===== src/hw/rtl/lri_pkg.sv =====
`default_nettype none

package lri_pkg;

    // Fixed field widths of the color word
    localparam int COLOR_W   = 32;
    localparam int CHAN_W    = 8;
    localparam int NUM_COLOR = 4;

    // Interpolated quantity selected for the shared divider
    typedef logic [2:0] chan_idx_t;
    localparam chan_idx_t CH_DEPTH = 3'd0;
    localparam chan_idx_t CH_RED   = 3'd1;
    localparam chan_idx_t CH_GREEN = 3'd2;
    localparam chan_idx_t CH_BLUE  = 3'd3;
    localparam chan_idx_t CH_ALPHA = 3'd4;

    // Sequencer states
    typedef enum logic [3:0] {
        ST_IDLE   = 4'b0001,
        ST_LOAD   = 4'b0010,
        ST_DIVIDE = 4'b0100,
        ST_EMIT   = 4'b1000
    } state_t;

endpackage

`default_nettype wire


===== src/hw/rtl/lri_divider.sv =====
`default_nettype none

// Restoring divider, one quotient bit per cycle; sign applied to the result.
module lri_divider #(
    parameter int NUM_W = 32,
    parameter int DEN_W = 6
) (
    input  wire logic                    aclk,
    input  wire logic                    aresetn,
    input  wire logic                    start,
    input  wire logic                    neg,
    input  wire logic [NUM_W-1:0]        numer,
    input  wire logic [DEN_W-1:0]        denom,
    output logic                         done,
    output logic signed [NUM_W:0]        quotient
);

    localparam int CNT_W = $clog2(NUM_W + 1);

    logic             busy_reg;
    logic             done_reg;
    logic [CNT_W-1:0] cnt_reg;
    logic [NUM_W-1:0] quo_reg;
    logic [DEN_W-1:0] rem_reg;
    logic [DEN_W-1:0] den_reg;
    logic             neg_reg;

    logic [DEN_W:0]   part;
    logic [DEN_W:0]   part_diff;
    logic             part_ge;
    logic [NUM_W:0]   quo_ext;

    // One restoring step: shift in next numerator bit, try subtract
    always_comb begin
        part      = {rem_reg, quo_reg[NUM_W-1]};
        part_diff = part - {1'b0, den_reg};
        part_ge   = part >= {1'b0, den_reg};
    end

    // Control
    always_ff @(posedge aclk) begin
        if (!aresetn) begin
            busy_reg <= 1'b0;
            done_reg <= 1'b0;
            cnt_reg  <= '0;
        end else begin
            done_reg <= 1'b0;
            if (start) begin
                busy_reg <= 1'b1;
                cnt_reg  <= CNT_W'(NUM_W);
            end else if (busy_reg) begin
                cnt_reg <= cnt_reg - 1'b1;
                if (cnt_reg == CNT_W'(1)) begin
                    busy_reg <= 1'b0;
                    done_reg <= 1'b1;
                end
            end
        end
    end

    // Datapath
    always_ff @(posedge aclk) begin
        if (start) begin
            quo_reg <= numer;
            rem_reg <= '0;
            den_reg <= denom;
            neg_reg <= neg;
        end else if (busy_reg) begin
            quo_reg <= {quo_reg[NUM_W-2:0], part_ge};
            rem_reg <= part_ge ? part_diff[DEN_W-1:0] : part[DEN_W-1:0];
        end
    end

    assign quo_ext  = {1'b0, quo_reg};
    assign quotient = neg_reg ? (~quo_ext + 1'b1) : quo_ext;
    assign done     = done_reg;

endmodule

`default_nettype wire


===== src/hw/rtl/line_rasterizer_interpolated.sv =====
// Timing: after a segment is accepted, the sequencer runs a load state before each of five passes
// of the shared bit-serial divider (depth, red, green, blue, alpha), then emits the first pixel.
// Throughput: then |major delta| + 1 pixels at one per cycle while m_tready is high; a
// single-point segment skips the divider and goes from the load state straight to emit.
// s_tready returns the cycle after the last pixel is taken.
// Reset: aresetn is synchronous, active low; it clears the sequencer to idle.
`default_nettype none

module line_rasterizer_interpolated
    import lri_pkg::*;
#(
    parameter int COORD_BITS = 6,
    parameter int DEPTH_BITS = 16,
    parameter int FRAC_BITS  = 16
) (
    input  wire logic                 aclk,
    input  wire logic                 aresetn,
    input  wire logic                 s_tvalid,
    output logic                      s_tready,
    // x_start, y_start, depth_start, color_start, x_end, y_end, depth_end, color_end
    input  wire logic [((2*(2*COORD_BITS+DEPTH_BITS+32)+7)/8)*8-1:0] s_tdata,
    output logic                      m_tvalid,
    input  wire logic                 m_tready,
    // pixel_x, pixel_y, pixel_depth, red, green, blue, alpha
    output logic [((2*COORD_BITS+DEPTH_BITS+32+7)/8)*8-1:0] m_tdata,
    output logic                      m_tlast
);

    localparam int C       = COORD_BITS;
    localparam int PT_W    = 2*C + DEPTH_BITS + COLOR_W;
    localparam int OUT_RAW = 2*C + DEPTH_BITS + NUM_COLOR*CHAN_W;
    localparam int OUT_W   = ((OUT_RAW + 7) / 8) * 8;
    localparam int NUM_W   = DEPTH_BITS + FRAC_BITS;
    localparam int CACC_W  = CHAN_W + FRAC_BITS;
    localparam int ERR_W   = C + 3;

    state_t    state_reg;
    chan_idx_t ch_reg;

    // Unpacked endpoints
    logic [C-1:0]          xa, ya, xb, yb;
    logic [DEPTH_BITS-1:0] za, zb;
    logic [COLOR_W-1:0]    ca, cb;

    // Segment setup
    logic [C-1:0]          adx, ady, sx, sy, ex, ey;
    logic [C-1:0]          major0, minor0, minor_end, nmaj0, nmin0;
    logic [DEPTH_BITS-1:0] zs0, ze0;
    logic [COLOR_W-1:0]    cs0, ce0;
    logic                  xmaj0, swap0;

    // Walk registers
    logic                  xmaj_reg, dir_up_reg;
    logic [C-1:0]          nmaj_reg, nmin_reg, major_reg, minor_reg;
    logic signed [ERR_W-1:0] err_reg;
    logic [C:0]            left_reg;
    logic [DEPTH_BITS-1:0] zs_reg, ze_reg;
    logic [COLOR_W-1:0]    cs_reg, ce_reg;
    logic [NUM_W-1:0]      dacc_reg;
    logic signed [NUM_W:0] dstep_reg;
    logic [CACC_W-1:0]     cacc_reg  [NUM_COLOR];
    logic signed [CACC_W:0] cstep_reg [NUM_COLOR];

    // Walk step
    logic signed [ERR_W-1:0] err_add, nmin2, nmaj2, nmaj_ext;
    logic                    minor_step, last_pix;

    // Divider interface
    logic                  div_start, div_neg, div_done;
    logic [DEPTH_BITS-1:0] op_from, op_to, op_mag;
    logic signed [NUM_W:0] div_q;

    logic                  in_acc, out_acc;
    logic [C-1:0]          px, py;
    logic [CHAN_W-1:0]     chan_out [NUM_COLOR];

    assign in_acc  = s_tvalid && s_tready;
    assign out_acc = m_tvalid && m_tready;

    // Input unpacking
    assign xa = s_tdata[C-1:0];
    assign ya = s_tdata[2*C-1:C];
    assign za = s_tdata[2*C+DEPTH_BITS-1:2*C];
    assign ca = s_tdata[PT_W-1:2*C+DEPTH_BITS];
    assign xb = s_tdata[PT_W+C-1:PT_W];
    assign yb = s_tdata[PT_W+2*C-1:PT_W+C];
    assign zb = s_tdata[PT_W+2*C+DEPTH_BITS-1:PT_W+2*C];
    assign cb = s_tdata[2*PT_W-1:PT_W+2*C+DEPTH_BITS];

    // Axis choice and endpoint ordering
    always_comb begin
        adx   = (xb >= xa) ? (xb - xa) : (xa - xb);
        ady   = (yb >= ya) ? (yb - ya) : (ya - yb);
        xmaj0 = ady < adx;
        swap0 = xmaj0 ? (xa > xb) : (ya > yb);
        sx  = swap0 ? xb : xa;
        sy  = swap0 ? yb : ya;
        zs0 = swap0 ? zb : za;
        cs0 = swap0 ? cb : ca;
        ex  = swap0 ? xa : xb;
        ey  = swap0 ? ya : yb;
        ze0 = swap0 ? za : zb;
        ce0 = swap0 ? ca : cb;
        major0    = xmaj0 ? sx : sy;
        minor0    = xmaj0 ? sy : sx;
        minor_end = xmaj0 ? ey : ex;
        nmaj0     = xmaj0 ? adx : ady;
        nmin0     = xmaj0 ? ady : adx;
    end

    // Error term update for the next pixel
    always_comb begin
        nmin2      = ERR_W'({nmin_reg, 1'b0});
        nmaj2      = ERR_W'({nmaj_reg, 1'b0});
        nmaj_ext   = ERR_W'(nmaj_reg);
        err_add    = err_reg + nmin2;
        minor_step = err_add >= nmaj_ext;
        last_pix   = left_reg == (C+1)'(1);
    end

    // Divider operand selection
    always_comb begin
        case (ch_reg)
            CH_RED: begin
                op_from = DEPTH_BITS'(cs_reg[COLOR_W-1 -: CHAN_W]);
                op_to   = DEPTH_BITS'(ce_reg[COLOR_W-1 -: CHAN_W]);
            end
            CH_GREEN: begin
                op_from = DEPTH_BITS'(cs_reg[COLOR_W-1-CHAN_W -: CHAN_W]);
                op_to   = DEPTH_BITS'(ce_reg[COLOR_W-1-CHAN_W -: CHAN_W]);
            end
            CH_BLUE: begin
                op_from = DEPTH_BITS'(cs_reg[COLOR_W-1-2*CHAN_W -: CHAN_W]);
                op_to   = DEPTH_BITS'(ce_reg[COLOR_W-1-2*CHAN_W -: CHAN_W]);
            end
            CH_ALPHA: begin
                op_from = DEPTH_BITS'(cs_reg[CHAN_W-1:0]);
                op_to   = DEPTH_BITS'(ce_reg[CHAN_W-1:0]);
            end
            default: begin
                op_from = zs_reg;
                op_to   = ze_reg;
            end
        endcase
        div_neg = op_to < op_from;
        op_mag  = div_neg ? (op_from - op_to) : (op_to - op_from);
    end

    assign div_start = (state_reg == ST_LOAD) && (nmaj_reg != '0);

    lri_divider #(
        .NUM_W (NUM_W),
        .DEN_W (C)
    ) u_div (
        .aclk     (aclk),
        .aresetn  (aresetn),
        .start    (div_start),
        .neg      (div_neg),
        .numer    ({op_mag, {FRAC_BITS{1'b0}}}),
        .denom    (nmaj_reg),
        .done     (div_done),
        .quotient (div_q)
    );

    // Sequencer
    always_ff @(posedge aclk) begin
        if (!aresetn) begin
            state_reg <= ST_IDLE;
            ch_reg    <= CH_DEPTH;
        end else begin
            unique case (state_reg)
                ST_IDLE: begin
                    if (in_acc) begin
                        state_reg <= ST_LOAD;
                        ch_reg    <= CH_DEPTH;
                    end
                end
                ST_LOAD: begin
                    state_reg <= (nmaj_reg == '0) ? ST_EMIT : ST_DIVIDE;
                end
                ST_DIVIDE: begin
                    if (div_done) begin
                        if (ch_reg == CH_ALPHA) begin
                            state_reg <= ST_EMIT;
                        end else begin
                            state_reg <= ST_LOAD;
                            ch_reg    <= ch_reg + 1'b1;
                        end
                    end
                end
                ST_EMIT: begin
                    if (out_acc && last_pix) begin
                        state_reg <= ST_IDLE;
                    end
                end
                default: begin
                    state_reg <= ST_IDLE;
                end
            endcase
        end
    end

    // Segment load and pixel walk
    always_ff @(posedge aclk) begin
        if (in_acc) begin
            xmaj_reg   <= xmaj0;
            dir_up_reg <= minor_end > minor0;
            nmaj_reg   <= nmaj0;
            nmin_reg   <= nmin0;
            major_reg  <= major0;
            minor_reg  <= minor0;
            err_reg    <= '0;
            left_reg   <= {1'b0, nmaj0} + 1'b1;
            zs_reg     <= zs0;
            ze_reg     <= ze0;
            cs_reg     <= cs0;
            ce_reg     <= ce0;
            dacc_reg   <= {zs0, {FRAC_BITS{1'b0}}};
            for (int k = 0; k < NUM_COLOR; k++) begin
                cacc_reg[k] <= {cs0[COLOR_W-1-CHAN_W*k -: CHAN_W], {FRAC_BITS{1'b0}}};
            end
        end else if (out_acc && !last_pix) begin
            left_reg  <= left_reg - 1'b1;
            major_reg <= major_reg + 1'b1;
            if (minor_step) begin
                minor_reg <= dir_up_reg ? (minor_reg + 1'b1) : (minor_reg - 1'b1);
                err_reg   <= err_add - nmaj2;
            end else begin
                err_reg <= err_add;
            end
            dacc_reg <= dacc_reg + dstep_reg[NUM_W-1:0];
            for (int k = 0; k < NUM_COLOR; k++) begin
                cacc_reg[k] <= cacc_reg[k] + cstep_reg[k][CACC_W-1:0];
            end
        end
    end

    // Increment capture from the divider
    always_ff @(posedge aclk) begin
        if ((state_reg == ST_DIVIDE) && div_done) begin
            case (ch_reg)
                CH_RED:   cstep_reg[0] <= div_q[CACC_W:0];
                CH_GREEN: cstep_reg[1] <= div_q[CACC_W:0];
                CH_BLUE:  cstep_reg[2] <= div_q[CACC_W:0];
                CH_ALPHA: cstep_reg[3] <= div_q[CACC_W:0];
                default:  dstep_reg    <= div_q;
            endcase
        end
    end

    // Output packing
    always_comb begin
        px = xmaj_reg ? major_reg : minor_reg;
        py = xmaj_reg ? minor_reg : major_reg;
        for (int k = 0; k < NUM_COLOR; k++) begin
            chan_out[k] = cacc_reg[k][CACC_W-1:FRAC_BITS];
        end
    end

    assign s_tready = state_reg == ST_IDLE;
    assign m_tvalid = state_reg == ST_EMIT;
    assign m_tlast  = last_pix;
    assign m_tdata  = OUT_W'({chan_out[3], chan_out[2], chan_out[1], chan_out[0],
                              dacc_reg[NUM_W-1:FRAC_BITS], py, px});

endmodule

`default_nettype wire


===== config.mk =====
export PLATFORM = sky130hd
export DESIGN_NAME = line_rasterizer_interpolated
export DESIGN_NICKNAME = d
export VERILOG_FILES = /design/src/hw/rtl/lri_pkg.sv /design/src/hw/rtl/lri_divider.sv /design/src/hw/rtl/line_rasterizer_interpolated.sv
export SDC_FILE = /design/constraint.sdc
export NUM_CORES = 1
export LEC_CHECK = 0
export BUFFER_PORTS_ARGS = -buffer_cell sky130_fd_sc_hd__buf_4
export CAP_MARGIN = 20
export CORE_UTILIZATION = 60
export DETAILED_ROUTE_END_ITERATION = 12
export PLACE_DENSITY = 0.83
export SETUP_SLACK_MARGIN = 0.4
export SLEW_MARGIN = 20
export SYNTH_ARGS = -nofsm -noshare
export SYNTH_HDL_FRONTEND = slang
export SYNTH_HIERARCHICAL = 1
export SYNTH_SLANG_ARGS = --single-unit

===== constraint.sdc =====
create_clock -name aclk -period 14.9 [get_ports aclk]
set_clock_uncertainty 0.1 [all_clocks]
set_input_delay 2.98 -clock aclk [delete_from_list [all_inputs] [get_ports aclk]]
set_output_delay 2.98 -clock aclk [all_outputs]
set_load 0.01 [all_outputs]

==> metrics <==
Crit path required time=15.14 ns; DRT Pass-1 Iters=7; core area=48050 sq um; type of origin of the critical path=input port; Area growth, synth to finish=11.31%; Syn Inst Count=2776; final worst-path setup slack=6.381 ns; Via density=6.293; Critical Path Sink Type=register; Placed Cells=3463; routed length per instance=21.24 um; vias post-DR=22384; final cycle utilization of the critical path=0.5717; number of global-route vias before repair=22173; largest net degree at the start of global routing=89; IO Pins=191; Warnings, synthesis=6; Port Buf Inserts=186; Final Max Tran Viols=0; DR DRC count=0; register-to-register setup slack=8.93 ns; crit path kind=input port to register; first-pass GRT wire length=117.3 mm; RSZ-0062 raised after global routing=false; outcome=finished clean; Final TNS setup=0 ns; Max clock buf depth=3; DIE AREA=49840 sq um; antenna cells=0; post-route ant nets=0; CP arrival=8.76 ns; syn avg cell area=10.58 sq um; WL final=75.54 mm; number of buffers created by CTS=50; final std cells w/o fill=3557; hold_ws=0.3506 ns; FP Rows=80; Power Dens Cells=129.7 nW/um^2; postcts setup bufs=0; GRT overflow=0; commonest non-fill, non-tap cells in the layout=edfxtp_1 (408), ha_1 (229), nor2_1 (221); final-stage net count=3269; All-Layer GR Usage=0.2988; Final Hold Viols=0; cts hold-fix bufs=0; chip width=223.3 um; Hold Crit Class=register to register; Final Util=0.6804; worst slack at placement=5.809 ns; GP Congestion=0.9432; leak pwr=13.25 nW; layout cell share with drive strength beyond 1=0.1679; Worst-path clk slew=0.06 ns; MaxCap Viol Count=0; clock sinks=453; Post-DP HPWL=55.08 mm; Initial DRC Count=2035; Period minus WS final=8.519 ns; max_slew headroom=0.2348; design area=32690 sq um; Clock Tree Root=clkbuf_16; Slew @ Worst Pin=1.148 ns; post-CTS resize count=0; Die Height=223.3 um; post-synthesis instance area=29370 sq um; CTS tree=built; Initial Util=0.6113; Worst-Skew Late Latency=0.61 ns; Cell Area, Placed=31000 sq um; Final Power=4.241 mW; FMAX=117.4 MHz; htree depth=2; initial antenna violation count=2; Worst VDD drop=0.1031 mV; most common cell after layout, fill and taps aside=edfxtp_1; final setup fails=0; crit-path max FO=83
-- final cells by class --
type / count / area (sq um)
fillers: 3476 / 15350
well taps: 615 / 769.5
clock inverters: 27 / 302.8
inverters: 150 / 568.0
flip-flops and latches: 453 / 13150
repair buffers: 208 / 1582
clock buffers: 66 / 1361
multi-input cells: 2038 / 14960
-- critical path: stages --
cell and delay [ns]:
buf_4 0.13, inv_1 0.07, ha_1 0.14, inv_1 0.07
fa_1 0.43, a211oi_2 0.40, o211ai_4 0.18, o2bb2ai_1 0.20
nor4b_2 0.30, o21ai_0 0.14, a21boi_1 0.34, ha_1 0.32
a21oi_1 0.18, o21ai_2 0.09, inv_2 0.38, mux2i_4 0.68
buf_4 0.93, mux2_2 0.43, a21oi_1 0.18, a21oi_1 0.06
-- metal layers --
layer,global-route usage,routed length [um],vias up
met5,0,22,-
met4,0.1158,2773,4
met3,0.04359,6275,174
met2,0.5002,35980,987
met1,0.3926,30490,10816
li1,-,-,10403
-- report_power, final --
| part | total, mW | internal [mW] | switching, mW |
|---|---|---|---|
| combinational | 1.34 | 0.570 | 0.767 |
| clock | 1.26 | 0.719 | 0.538 |
| sequential | 1.65 | 1.56 | 0.0838 |
| total | 4.24 | 2.85 | 1.39 |
-- worst paths after layout --
| check | endpoint | cells past startpoint | startpoint |
|---|---|---|---|
| setup / recovery | cacc_reg[3][23]$_DFFE_PP_ | 20 | s_tdata[60] |
| hold reg to reg | u_div/den_reg[4]$_DFFE_PP_ | 0 | nmaj_reg[4]$_DFFE_PP_ |
| setup reg to reg | u_div/quo_reg[31]$_DFFE_PP_ | 16 | ch_reg[0]$_SDFFE_PN0P_ |
| hold / removal | u_div/den_reg[4]$_DFFE_PP_ | 0 | nmaj_reg[4]$_DFFE_PP_ |
Note: power is estimated with default switching activity, not from simulation.
